[src/tndp_pkg.sv]
// Shared types, constants and fixed-point helpers for the tanh neuron dot-product unit.
package tndp_pkg;

    // Field widths of the stream items.
    localparam int VALUE_WIDTH     = 16;
    localparam int INDEX_WIDTH     = 6;
    localparam int MAX_INPUTS      = 64;
    localparam int COUNT_WIDTH     = 7;
    localparam int IN_TDATA_WIDTH  = 24;
    localparam int OUT_TDATA_WIDTH = 16;

    // Accumulator and tanh datapath widths.
    localparam int ACC_WIDTH    = 40;
    localparam int PROD_WIDTH   = 2 * VALUE_WIDTH;
    localparam int Q_WIDTH      = 5;
    localparam int G_WIDTH      = 23;
    localparam int GG_WIDTH     = 2 * G_WIDTH;
    localparam int T2_WIDTH     = 14;
    localparam int TG_WIDTH     = T2_WIDTH + G_WIDTH;
    localparam int V_WIDTH      = 32;
    localparam int DEN_WIDTH    = 33;
    localparam int REM_WIDTH    = 48;
    localparam int QUOT_BITS    = 16;
    localparam int SQUARE_STEPS = 8;
    localparam int EXP_STEPS    = 23;

    // Opcodes carried on tuser.
    localparam logic OP_LOAD   = 1'b0;
    localparam logic OP_EXCITE = 1'b1;

    // Constants of the fixed-point tanh.
    localparam logic [COUNT_WIDTH-1:0] COUNT_RESET   = 7'd64;
    localparam logic [V_WIDTH-1:0]     Q31_ONE       = 32'h8000_0000;
    localparam logic [V_WIDTH-1:0]     EXP_M1_Q31    = 32'd790015084;
    localparam logic [ACC_WIDTH-1:0]   SAT_LIMIT     = 40'h03_0000_0000;
    localparam logic [VALUE_WIDTH-1:0] ACT_TOP       = 16'h7FFF;
    localparam logic [7:0]             THIRD_RECIP   = 8'd171;

    // Control that travels with an item down the tanh pipeline.
    typedef struct packed {
        logic               valid;
        logic               neg;
        logic               sat;
        logic [Q_WIDTH-1:0] q;
    } tndp_ctl_t;

    // Q.31 product with round to nearest.
    function automatic logic [V_WIDTH-1:0] mul_q31(input logic [V_WIDTH-1:0] a,
                                                   input logic [V_WIDTH-1:0] b);
        logic [63:0] p;
        p = 64'(a) * 64'(b) + 64'h4000_0000;
        return p[62:31];
    endfunction

endpackage

[src/tndp_div.sv]
// Pipelined (1-e)/(1+e) divider with rounding, saturation and sign restore.
module tndp_div (
    input  logic                                   aclk,
    input  logic                                   aresetn,
    input  logic                                   en,
    input  tndp_pkg::tndp_ctl_t                    ctl_in,
    input  logic [tndp_pkg::V_WIDTH-1:0]           e_in,
    output logic                                   act_valid,
    output logic [tndp_pkg::VALUE_WIDTH-1:0]       activation
);
    import tndp_pkg::*;

    logic [V_WIDTH-1:0]     num;
    logic [DEN_WIDTH-1:0]   den;
    tndp_ctl_t              ctl_pipe [QUOT_BITS+1];
    logic [REM_WIDTH-1:0]   rem_pipe [QUOT_BITS+1];
    logic [DEN_WIDTH-1:0]   den_pipe [QUOT_BITS+1];
    logic [QUOT_BITS-1:0]   quo_pipe [QUOT_BITS+1];
    logic [VALUE_WIDTH-1:0] mag;
    logic                   act_valid_reg;
    logic [VALUE_WIDTH-1:0] act_reg;

    // Numerator and denominator; the dividend carries half the divisor for rounding.
    assign num = Q31_ONE - e_in;
    assign den = DEN_WIDTH'(Q31_ONE) + DEN_WIDTH'(e_in);

    always_ff @(posedge aclk) begin
        if (!aresetn) begin
            ctl_pipe[0].valid <= 1'b0;
        end else if (en) begin
            ctl_pipe[0] <= ctl_in;
            rem_pipe[0] <= (REM_WIDTH'(num) << 15) + REM_WIDTH'(den >> 1);
            den_pipe[0] <= den;
            quo_pipe[0] <= '0;
        end
    end

    // Restoring division, one quotient bit per stage from the top bit down.
    for (genvar j = 0; j < QUOT_BITS; j++) begin : g_bit
        logic [REM_WIDTH-1:0] trial;
        assign trial = REM_WIDTH'(den_pipe[j]) << (QUOT_BITS - 1 - j);

        always_ff @(posedge aclk) begin
            if (!aresetn) begin
                ctl_pipe[j+1].valid <= 1'b0;
            end else if (en) begin
                ctl_pipe[j+1] <= ctl_pipe[j];
                den_pipe[j+1] <= den_pipe[j];
                if (rem_pipe[j] >= trial) begin
                    rem_pipe[j+1] <= rem_pipe[j] - trial;
                    quo_pipe[j+1] <= quo_pipe[j] | (QUOT_BITS'(1) << (QUOT_BITS - 1 - j));
                end else begin
                    rem_pipe[j+1] <= rem_pipe[j];
                    quo_pipe[j+1] <= quo_pipe[j];
                end
            end
        end
    end

    // Clamp to the largest positive code; large sums go straight to full scale.
    always_comb begin
        if (ctl_pipe[QUOT_BITS].sat || (quo_pipe[QUOT_BITS] > ACT_TOP)) begin
            mag = ACT_TOP;
        end else begin
            mag = quo_pipe[QUOT_BITS];
        end
    end

    // Output register.
    always_ff @(posedge aclk) begin
        if (!aresetn) begin
            act_valid_reg <= 1'b0;
        end else if (en) begin
            act_valid_reg <= ctl_pipe[QUOT_BITS].valid;
        end
    end

    always_ff @(posedge aclk) begin
        if (en) begin
            act_reg <= ctl_pipe[QUOT_BITS].neg ? VALUE_WIDTH'(-mag) : mag;
        end
    end

    assign act_valid  = act_valid_reg;
    assign activation = act_reg;

endmodule

[config.mk]
export PLATFORM = sky130hd
export DESIGN_NAME = tndp_div
export DESIGN_NICKNAME = d
export VERILOG_FILES = /design/src/tndp_pkg.sv /design/src/tndp_div.sv
export SDC_FILE = /design/constraint.sdc
export NUM_CORES = 2
export LEC_CHECK = 0
export ABC_AREA = 1
export BUFFER_PORTS_ARGS = -buffer_cell sky130_fd_sc_hd__buf_2
export CAP_MARGIN = 5
export CORE_MARGIN = 2
export CORE_UTILIZATION = 55
export DETAILED_ROUTE_END_ITERATION = 8
export GPL_TIMING_DRIVEN = 0
export PLACE_DENSITY = 0.71
export SYNTH_ARGS = -nofsm -noshare
export SYNTH_HDL_FRONTEND = slang
export SYNTH_SLANG_ARGS = --single-unit
[constraint.sdc]
create_clock -name aclk -period 28.2 [get_ports aclk]
set_input_delay 2.82 -clock aclk [delete_from_list [all_inputs] [get_ports aclk]]
set_output_delay 2.82 -clock aclk [all_outputs]
set_load 0.05 [all_outputs]
==> impl_metrics.tcl <==
set metrics [dict create \
    fin_cells 13941 \
    finalSetupViolCount 0 \
    synth-simple-area-share_pct 25.3 \
    holdCritPathClass "reg2reg" \
    fin_skew_ns 0.0255 \
    postCtsSetupRepairBufs 0 \
    clock_path_buffers 3 \
    drt_iter0_drc 9130 \
    finalHoldViolCount 0 \
    vdd_drop_max_mv 0.0562 \
    nets 12235 \
    fp.dieH_um 412 \
    synth_area_leader_cell "edfxtp_1" \
    post_route_cells_drive_above_1_share_pct 4.81 \
    cpLargestDelayFamily "buffers and inverters" \
    cp-startpoint "en" \
    rsz0062_at_grt "no" \
    worst_slew_pin_slew_ns 1.19 \
    wl_mm 313 \
    die_area_mm2 0.170 \
    critPathBufInv 5 \
    top_register "rem_pipe" \
    antenna_left 0 \
    seq_area_frac_synth_pct 44.8 \
    syn_inst 11418 \
    end_kind "flop" \
    clk_pin_slew_ns 0.06 \
    synthArstFlopShare_pct 0 \
    largest_reg_flops 635 \
    die_w_um 412 \
    violations "DRC" \
    reg2reg_slack_ns 24.57 \
    power_density_mw_per_mm2 58.9 \
    synth-compound-area-share_pct 9.88 \
    ys_ff_latch 1365 \
    vias 80432 \
    outcome "finished with violations" \
    drv_cap 0 \
    grt_usage_pct 36.2 \
    r2r-end "rem_pipe[7][39]" \
    area_growth_pct 8.87 \
    grt_pass1_vias 75738 \
    cp.arrival_ns 8.41 \
    hpwl_mm 256 \
    gp_congestion 1.05 \
    gr-total-overflow 0 \
    synth_xor_xnor_area_share_pct 4.22 \
    setup.worst_path.class "in2reg" \
    r2r-start "den_pipe[0][208]" \
    slew_viol_final 0 \
    critical_path.cell_chain "buf_2 -> nand2_2 -> clkinv_2 -> buf_16 -> buf_16 -> buf_16 -> nand3_1 -> nor3_4 -> nand2_4 -> o21ai_0" \
    synthAdderAreaFrac_pct 7.83 \
    cts_hold_buf 0 \
    cts_resized 0 \
    synth_nets 12024 \
    grt_max_degree 205 \
    critical_path_peak_fanout 177 \
    dr.pass1.iters 9 \
    worstHoldEndpoint "quo_pipe[11][13]" \
    cts_root_buffer "clkbuf_16" \
    fin_crit_ns 7.89 \
    rows 149 \
    netlist_top_cells_count "nand2_1 (3070), inv_1 (1706), edfxtp_1 (1363)" \
    slew_headroom_pct 20.3 \
    clkSinkCount 1365 \
    cts_tree "done" \
    slowest_delay_ns 0.73 \
    synth_area_leaders "edfxtp_1 (45%), nand2_1 (13%), ha_1 (7.5%)" \
    core_area_mm2 0.165 \
    max_freq_mhz 127 \
    power.static_leakage_nw 43.2 \
    start_kind "input port" \
    yosysWarnings 0 \
    synthMuxAreaShare_pct 0 \
    grt_pass1_wl_mm 460 \
    cp_slowest_cell "clkinv_2" \
    yosysTopAreaCellShare_pct 44.7 \
    syn_avg_cell_area_um2 8.02 \
    synth_top_family_by_area "simple AND/OR/NAND/NOR gates" \
    ios 60 \
    setup_tns_ns 0 \
    crit_required_ns 28.71 \
    syn_area_mm2 0.0915 \
    routedWlPerCell_um 22.4 \
    insertion_delay_ns 0.82 \
    io_buffer_count 54 \
    yosysMostFrequentCell "nand2_1" \
    viasPerCell 5.77 \
    drc 4 \
    placed_cells 13668 \
    h-tree-depth 4 \
    start_util_pct 55.4 \
    synth-edff-count 1363 \
    min_from "quo_pipe[10][13]" \
    synth-main-ff-cell "edfxtp_1" \
    worstRegToRegCells 14 \
    grt_antenna_before_repair 7 \
    reg_top3 "rem_pipe x635, den_pipe x526, quo_pipe x136" \
    fin_crit_sh_pct 28.0 \
    synth_cell_types 61 \
    cp_common_cell "buf_16" \
    hold_depth 0 \
    cts-buffers-inserted 148 \
]
==> final cells by class <==
type	instances	area (um^2)
Inverter	1724	6480
Buffer	110	831
Fill cell	14851	65500
Multi-Input combinational cell	8219	43300
Timing Repair Buffer	61	463
Antenna cell	10	25.0
Tap cell	2189	2740
Clock inverter	94	1000
Sequential cell	1365	41000
Clock buffer	169	3870
==> how the worst max path moves through the flow <==
stage / endpoint / cells past startpoint / slack [ns]
floorplan: rem_pipe[13][33] / 9 / 14.18
global placement: rem_pipe[14][33] / 10 / 8.50
detailed placement: rem_pipe[14][33] / 12 / 19.54
CTS: rem_pipe[14][3] / 10 / 20.38
global route: rem_pipe[14][3] / 10 / 20.05
finish: rem_pipe[14][3] / 10 / 20.31
==> placed cells by master (no fill, tap or decap), types with 33 or more instances in the layout <==
cell / Yosys / final
buf_2: 41 / 95
xor2_1: 241 / 241
nor4_1: 43 / 43
nand3b_1: 92 / 92
o21bai_1: 61 / 61
o21ai_1: 100 / 100
xnor2_1: 200 / 200
ha_1: 547 / 547
edfxtp_1: 1363 / 1363
nor3_1: 131 / 131
a31oi_1: 41 / 41
a21o_1: 48 / 48
nand3_1: 586 / 586
a21oi_1: 729 / 729
nand2_1: 3070 / 3070
nand4_1: 158 / 158
buf_6: 33 / 33
o21ai_0: 548 / 548
nand2_2: 42 / 42
clkbuf_16: 0 / 152
inv_1: 1706 / 1706
nor2_1: 1321 / 1321
o21a_1: 37 / 37
==> cell families after synthesis <==
logic type	Yosys count
adders and majority gates	563
xor gates and xnor gates	441
and+or+nand+nor	5556
AOI/OAI and AO/OA	1659
buffers and inverters	1834
DFF	1365
==> where the power goes <==
group | leakage, nW | internal, mW | switching [mW]
sequential | 12.8 | 2.42 | 0.120
clock | 2.35 | 1.13 | 0.846
combinational | 28.1 | 0.423 | 0.930
==> layer usage <==
metal | vias to the layer above | GRT usage (%) | share of wire, %
met5 | - | 0 | 0.015
met3 | 806 | 5.71 | 7.6
met1 | 37823 | 46.6 | 40
met4 | 8 | 20.6 | 6.6
li1 | 38211 | - | -
met2 | 3584 | 58.3 | 45
==> worst register-to-register path: stages, from the launching register on <==
cell and delay [ns]:
edfxtp_1 0.38, inv_1 0.17, ha_1 0.34, fa_1 0.36, inv_1 0.14, nand3_1 0.09, nand2_1 0.12, a21boi_0 0.69
o21ai_0 0.44, nand3_1 0.24, nand3b_1 0.09, nand2_1 0.10, nand2_1 0.06, nand2_1 0.11, inv_1 0.07
==> per-stage QoR <==
step,power [mW],cell area (um^2),hold WS (ns),setup slack (ns),utilization [%]
floorplan,3.45,91500,0.400,14.18,-
global placement,3.92,94600,0.400,8.50,57.2
detailed placement,3.89,94800,0.405,19.54,57.4
CTS,5.86,99600,0.408,20.38,60.3
global route,6.11,99700,0.409,20.05,60.3
finish,5.87,99700,0.411,20.31,60.3
Note: power is estimated with default switching activity, not from simulation.
