[config.mk]
export PLATFORM = sky130hd
export DESIGN_NAME = tndp_mac
export DESIGN_NICKNAME = d
export VERILOG_FILES = /design/src/tndp_pkg.sv /design/src/tndp_mac.sv
export SDC_FILE = /design/constraint.sdc
export NUM_CORES = 2
export LEC_CHECK = 0
export BUFFER_PORTS_ARGS = -buffer_cell sky130_fd_sc_hd__clkbuf_2
export CELL_PAD_IN_SITES_DETAIL_PLACEMENT = 2
export CELL_PAD_IN_SITES_GLOBAL_PLACEMENT = 2
export CORE_MARGIN = 8
export CORE_UTILIZATION = 44
export CTS_CLUSTER_DIAMETER = 60
export DETAILED_ROUTE_END_ITERATION = 12
export PLACE_DENSITY = 0.78
export SLEW_MARGIN = 40
export SYNTH_ARGS = -nofsm -noshare
export SYNTH_HDL_FRONTEND = slang
export SYNTH_SLANG_ARGS = --single-unit
[constraint.sdc]
create_clock -name aclk -period 8.6 [get_ports aclk]
set_input_delay 0.86 -clock aclk [delete_from_list [all_inputs] [get_ports aclk]]
set_output_delay 0.86 -clock aclk [all_outputs]
set_load 0.1 [all_outputs]
[src/tndp_pkg.sv]
// Shared types, constants and fixed-point helpers for the tanh neuron dot-product unit.
package tndp_pkg;

    // Field widths of the stream items.
    localparam int VALUE_WIDTH     = 16;
    localparam int INDEX_WIDTH     = 6;
    localparam int MAX_INPUTS      = 64;
    localparam int COUNT_WIDTH     = 7;
    localparam int IN_TDATA_WIDTH  = 24;
    localparam int OUT_TDATA_WIDTH = 16;

    // Accumulator and tanh datapath widths.
    localparam int ACC_WIDTH    = 40;
    localparam int PROD_WIDTH   = 2 * VALUE_WIDTH;
    localparam int Q_WIDTH      = 5;
    localparam int G_WIDTH      = 23;
    localparam int GG_WIDTH     = 2 * G_WIDTH;
    localparam int T2_WIDTH     = 14;
    localparam int TG_WIDTH     = T2_WIDTH + G_WIDTH;
    localparam int V_WIDTH      = 32;
    localparam int DEN_WIDTH    = 33;
    localparam int REM_WIDTH    = 48;
    localparam int QUOT_BITS    = 16;
    localparam int SQUARE_STEPS = 8;
    localparam int EXP_STEPS    = 23;

    // Opcodes carried on tuser.
    localparam logic OP_LOAD   = 1'b0;
    localparam logic OP_EXCITE = 1'b1;

    // Constants of the fixed-point tanh.
    localparam logic [COUNT_WIDTH-1:0] COUNT_RESET   = 7'd64;
    localparam logic [V_WIDTH-1:0]     Q31_ONE       = 32'h8000_0000;
    localparam logic [V_WIDTH-1:0]     EXP_M1_Q31    = 32'd790015084;
    localparam logic [ACC_WIDTH-1:0]   SAT_LIMIT     = 40'h03_0000_0000;
    localparam logic [VALUE_WIDTH-1:0] ACT_TOP       = 16'h7FFF;
    localparam logic [7:0]             THIRD_RECIP   = 8'd171;

    // Control that travels with an item down the tanh pipeline.
    typedef struct packed {
        logic               valid;
        logic               neg;
        logic               sat;
        logic [Q_WIDTH-1:0] q;
    } tndp_ctl_t;

    // Q.31 product with round to nearest.
    function automatic logic [V_WIDTH-1:0] mul_q31(input logic [V_WIDTH-1:0] a,
                                                   input logic [V_WIDTH-1:0] b);
        logic [63:0] p;
        p = 64'(a) * 64'(b) + 64'h4000_0000;
        return p[62:31];
    endfunction

endpackage

[src/tndp_mac.sv]
// Weight store, multiplier and saturating accumulator of the neuron.
module tndp_mac (
    input  logic                                aclk,
    input  logic                                aresetn,
    input  logic                                en,
    input  logic                                accept,
    input  logic                                opcode,
    input  logic [tndp_pkg::INDEX_WIDTH-1:0]    index,
    input  logic signed [tndp_pkg::VALUE_WIDTH-1:0] value,
    input  logic [tndp_pkg::COUNT_WIDTH-1:0]    input_count,
    output logic                                sum_valid,
    output logic signed [tndp_pkg::ACC_WIDTH-1:0] sum
);
    import tndp_pkg::*;

    logic signed [VALUE_WIDTH-1:0] mem [MAX_INPUTS];
    logic signed [VALUE_WIDTH-1:0] w_rd_reg;
    logic signed [VALUE_WIDTH-1:0] x_reg;
    logic                          v1_reg, last1_reg;
    logic signed [PROD_WIDTH-1:0]  prod_reg;
    logic                          v2_reg, last2_reg;
    logic signed [ACC_WIDTH-1:0]   acc_reg, acc_next;
    logic signed [ACC_WIDTH-1:0]   sum_reg;
    logic                          sum_valid_reg;
    logic                          in_range, is_last;
    logic signed [ACC_WIDTH:0]     wide_sum;

    // Position checks against the configured input count.
    assign in_range = ({1'b0, index} < input_count);
    assign is_last  = (COUNT_WIDTH'({1'b0, index} + 7'd1) == input_count);

    // Weight memory: written by load transactions, read for every accepted transaction.
    always_ff @(posedge aclk) begin
        if (accept) begin
            if (opcode == OP_LOAD) begin
                mem[index] <= value;
            end
            w_rd_reg <= mem[index];
            x_reg    <= value;
        end
    end

    // Product register.
    always_ff @(posedge aclk) begin
        if (en) begin
            prod_reg <= x_reg * w_rd_reg;
        end
    end

    // Sum of accumulator and product, saturated to the accumulator range.
    always_comb begin
        wide_sum = {acc_reg[ACC_WIDTH-1], acc_reg}
                 + {{(ACC_WIDTH + 1 - PROD_WIDTH){prod_reg[PROD_WIDTH-1]}}, prod_reg};
        if (wide_sum[ACC_WIDTH] != wide_sum[ACC_WIDTH-1]) begin
            acc_next = wide_sum[ACC_WIDTH] ? {1'b1, {(ACC_WIDTH-1){1'b0}}}
                                           : {1'b0, {(ACC_WIDTH-1){1'b1}}};
        end else begin
            acc_next = wide_sum[ACC_WIDTH-1:0];
        end
    end

    // Stage valids and the accumulator.
    always_ff @(posedge aclk) begin
        if (!aresetn) begin
            v1_reg        <= 1'b0;
            last1_reg     <= 1'b0;
            v2_reg        <= 1'b0;
            last2_reg     <= 1'b0;
            acc_reg       <= '0;
            sum_valid_reg <= 1'b0;
        end else if (en) begin
            v1_reg        <= accept && (opcode == OP_EXCITE) && in_range;
            last1_reg     <= is_last;
            v2_reg        <= v1_reg;
            last2_reg     <= last1_reg;
            sum_valid_reg <= v2_reg && last2_reg;
            if (v2_reg) begin
                acc_reg <= last2_reg ? '0 : acc_next;
            end
        end
    end

    // Finished sum handed to the tanh pipeline.
    always_ff @(posedge aclk) begin
        if (en && v2_reg && last2_reg) begin
            sum_reg <= acc_next;
        end
    end

    assign sum_valid = sum_valid_reg;
    assign sum       = sum_reg;

endmodule

==> flow_metrics.tcl <==
set metrics [dict create \
    status "completed" \
    slew_violations 0 \
    grt_pass1_wl_mm 296 \
    yosysMostFrequentCell "edfxtp_1" \
    hpwl_mm 124 \
    cp-start-kind "register" \
    synth_warnings 0 \
    track_usage_pct 30.3 \
    swShare_pct 39.4 \
    path_common_cell "fa_1" \
    arrival_ns 7.54 \
    final.setup.worst_slack_ns 1.59 \
    worst_slew_pin_slew_ns 0.929 \
    cts_resized 0 \
    place_ws_ns 1.72 \
    period_share_pct 81.5 \
    p_clk_share_pct 24.0 \
    cpMaxStageDelayCell "fa_1" \
    clock-sinks 1173 \
    crit_chain "nand2_1 -> inv_1 -> fa_1 -> fa_1 -> fa_1 -> fa_1 -> fa_1 -> fa_1 -> ha_1 -> o21a_1 -> o21ai_0 -> a2bb2oi_1 -> a31oi_1 -> o21a_1 -> nor2_1 -> xnor2_1" \
    die_h_um 367 \
    synth_top_family_by_area "adder cells" \
    peakVddDrop_v 0.000633 \
    syn_inst 3696 \
    cts-buffers-inserted 133 \
    synthSimpleGateAreaFrac_pct 5.63 \
    avgSynthCellArea_um2 14.6 \
    synth_top_area_cell "edfxtp_1" \
    slowest_delay_ns 0.98 \
    syn_area_um2 54100 \
    combPwrFrac_pct 46.6 \
    skew_ns 0.0478 \
    fin_tns_setup_ns 0 \
    use_met3_pct 4.99 \
    slew-limit-headroom_pct 38.0 \
    max-cap-violations 0 \
    firstDrtPassIters 5 \
    fp-row-count 128 \
    first_iter_violations 3435 \
    coreArea_um2 122000 \
    ios 75 \
    grt_setup_unrepaired "false" \
    critical_path.endpoint_type "register" \
    grt.overflow.total 0 \
    synth-edff-count 1128 \
    clock_path_buffers 3 \
    drc 0 \
    port_buffers 74 \
    synth_adder_area_share_pct 12.7 \
    drive_gt1_share_pct 11.1 \
    synthTopCellsByArea "edfxtp_1 63%, fa_1 9.7%, a22oi_1 5.0%, ha_1 3.0%, inv_1 2.1%" \
    synth_compound_gate_area_share_pct 12.6 \
    drt-wirelength-per-cell_um 37.2 \
    grt_max_degree 89 \
    synthXorXnorAreaFrac_pct 1.16 \
    grt_pass1_vias 39400 \
    synth_common_cells "1128 x edfxtp_1, 357 x a22oi_1, 307 x inv_1" \
    dr_total_vias 35600 \
    setup_viol 0 \
    gr-max-usage-layer "met2" \
    htree_levels 4 \
    nets 4257 \
    clkTransAtPathRegs_ns 0.06 \
    p_per_area_nw_per_um2 392 \
    die_w_um 367 \
    ys_types 72 \
    insertion_delay_ns 0.79 \
    seq_area_frac_synth_pct 64.2 \
    viasPerCell 6.39 \
    largest_register_ffs 1024 \
    ys_ff_latch 1173 \
    areaGrowthSynthToFinish_pct 13.3 \
    ys.flop_type "edfxtp_1" \
    antenna_found_initial 5 \
    start_util_pct 44.4 \
    p_int_w 0.0146 \
    finalHoldViolations 0 \
    async_flop_share_pct 0 \
    clock.fmax_mhz 143 \
    dieArea_um2 135000 \
    criticalPathCategory "register to register" \
    routabilityCongestion 0.806 \
    post_cts_buffers 0 \
    fin_crit_ns 7.01 \
    cp_max_fo 16 \
    yosysTopAreaCellShare_pct 62.6 \
    total_leakage_power_nw 21.6 \
    drtAntennaViolNets 0 \
    grt.met2_usage_pct 52.9 \
    syn-num-nets 4122 \
    hold_buffers 0 \
    met1_usage_pct 34.9 \
    yosys-mux-area-fraction_pct 0.0555 \
    cp.required_ns 9.13 \
    hold_class "input port to register" \
    cts_tree "done" \
    net-switching-power_w 0.00947 \
    wl_mm 207 \
    seq_power_share_pct 29.4 \
    cts_root_buf "clkbuf_16" \
]
## layout make-up
type | instances | area, µm²
fillers | 11200 | 60600
flip-flops and latches | 1173 | 34800
well taps | 1625 | 2030
multi-input cells | 2019 | 17600
repair buffers | 197 | 1490
diodes | 2 | 5.00
inverters | 307 | 1150
clock buffers | 170 | 3550
clock inverters | 72 | 728
## metal layers
layer  wire, µm  up-vias  part of all wire, %
li1           -    14300                    -
met1      74300    18900                   36
met2     105000     1824                   51
met3      13200      623                  6.4
met4      14400        2                  7.0
met5         13        -               0.0063
## power by group through the flow
stage          Sequential [W]  Combinational [W]  Clock [W]
2_1_floorplan         0.00708            0.00779          0
3_3_place_gp          0.00717             0.0102          0
3_5_place_dp          0.00718             0.0110          0
4_1_cts               0.00706             0.0113    0.00583
5_1_grt               0.00707             0.0125    0.00600
6_report              0.00706             0.0112    0.00578
## kinds of logic (layout without fill, tap and decap cells)
| group | count (synthesis) | count (layout) |
|---|---|---|
| multiplexers | 3 | 3 |
| AND/OR/NAND/NOR | 625 | 625 |
| buffers and inverters | 504 | 746 |
| AO/OA/AOI/OAI | 927 | 927 |
| XOR/XNOR | 72 | 72 |
| adder cells (fa/ha/maj) | 392 | 392 |
| other | 0 | 2 |
| flip-flops | 1173 | 1173 |
## path summary, 6_finish.rpt
path,slack (ns),end,from,cells after the start
max reg2reg,1.59,prod_reg[31]$_DFFE_PP_,x_reg[15]$_DFFE_PP_,16
min,0.41,last1_reg$_SDFFE_PN0P_,aresetn,2
min reg2reg,0.48,acc_reg[30]$_SDFFE_PN0P_,acc_reg[30]$_SDFFE_PN0P_,2
max,1.59,prod_reg[31]$_DFFE_PP_,x_reg[15]$_DFFE_PP_,16
## cells in the final DEF, fill, tap and decap left out, types with 80 or more instances in the layout
cell type | Yosys | routed
nand2_1 | 211 | 211
clkbuf_16 | 0 | 136
and2_1 | 131 | 131
nor2_1 | 120 | 114
a22oi_1 | 357 | 357
buf_4 | 1 | 102
ha_1 | 129 | 129
a21oi_1 | 91 | 91
fa_1 | 263 | 263
inv_1 | 307 | 307
a31oi_1 | 81 | 80
a22o_1 | 80 | 80
edfxtp_1 | 1128 | 1128
## worst max-delay path: cells and delay by family, from the launching register on
family	cells	cell delay (ns)
DFF	1	0.77
xor gates and xnor gates	1	0.10
and+or+nand+nor	2	0.34
adders and majority gates	7	4.04
buffers and inverters	1	0.17
AOI/OAI and AO/OA	5	1.35
## per-stage QoR
| stage | hold WS [ns] | total power, W | instance area (µm²) | util (%) | cells |
|---|---|---|---|---|---|
| finish | 0.410 | 0.0241 | 61300 | 50.3 | 5565 |
| global route | 0.406 | 0.0256 | 61300 | 50.3 | 5563 |
| CTS | 0.367 | 0.0242 | 61200 | 50.2 | 5559 |
| detailed placement | 0.468 | 0.0182 | 56900 | 46.7 | 5317 |
| global placement | 0.453 | 0.0174 | 56800 | 46.6 | 5317 |
| floorplan | 0.439 | 0.0149 | 54100 | - | 3696 |
No activity file was read; power rests on OpenSTA's default activity.
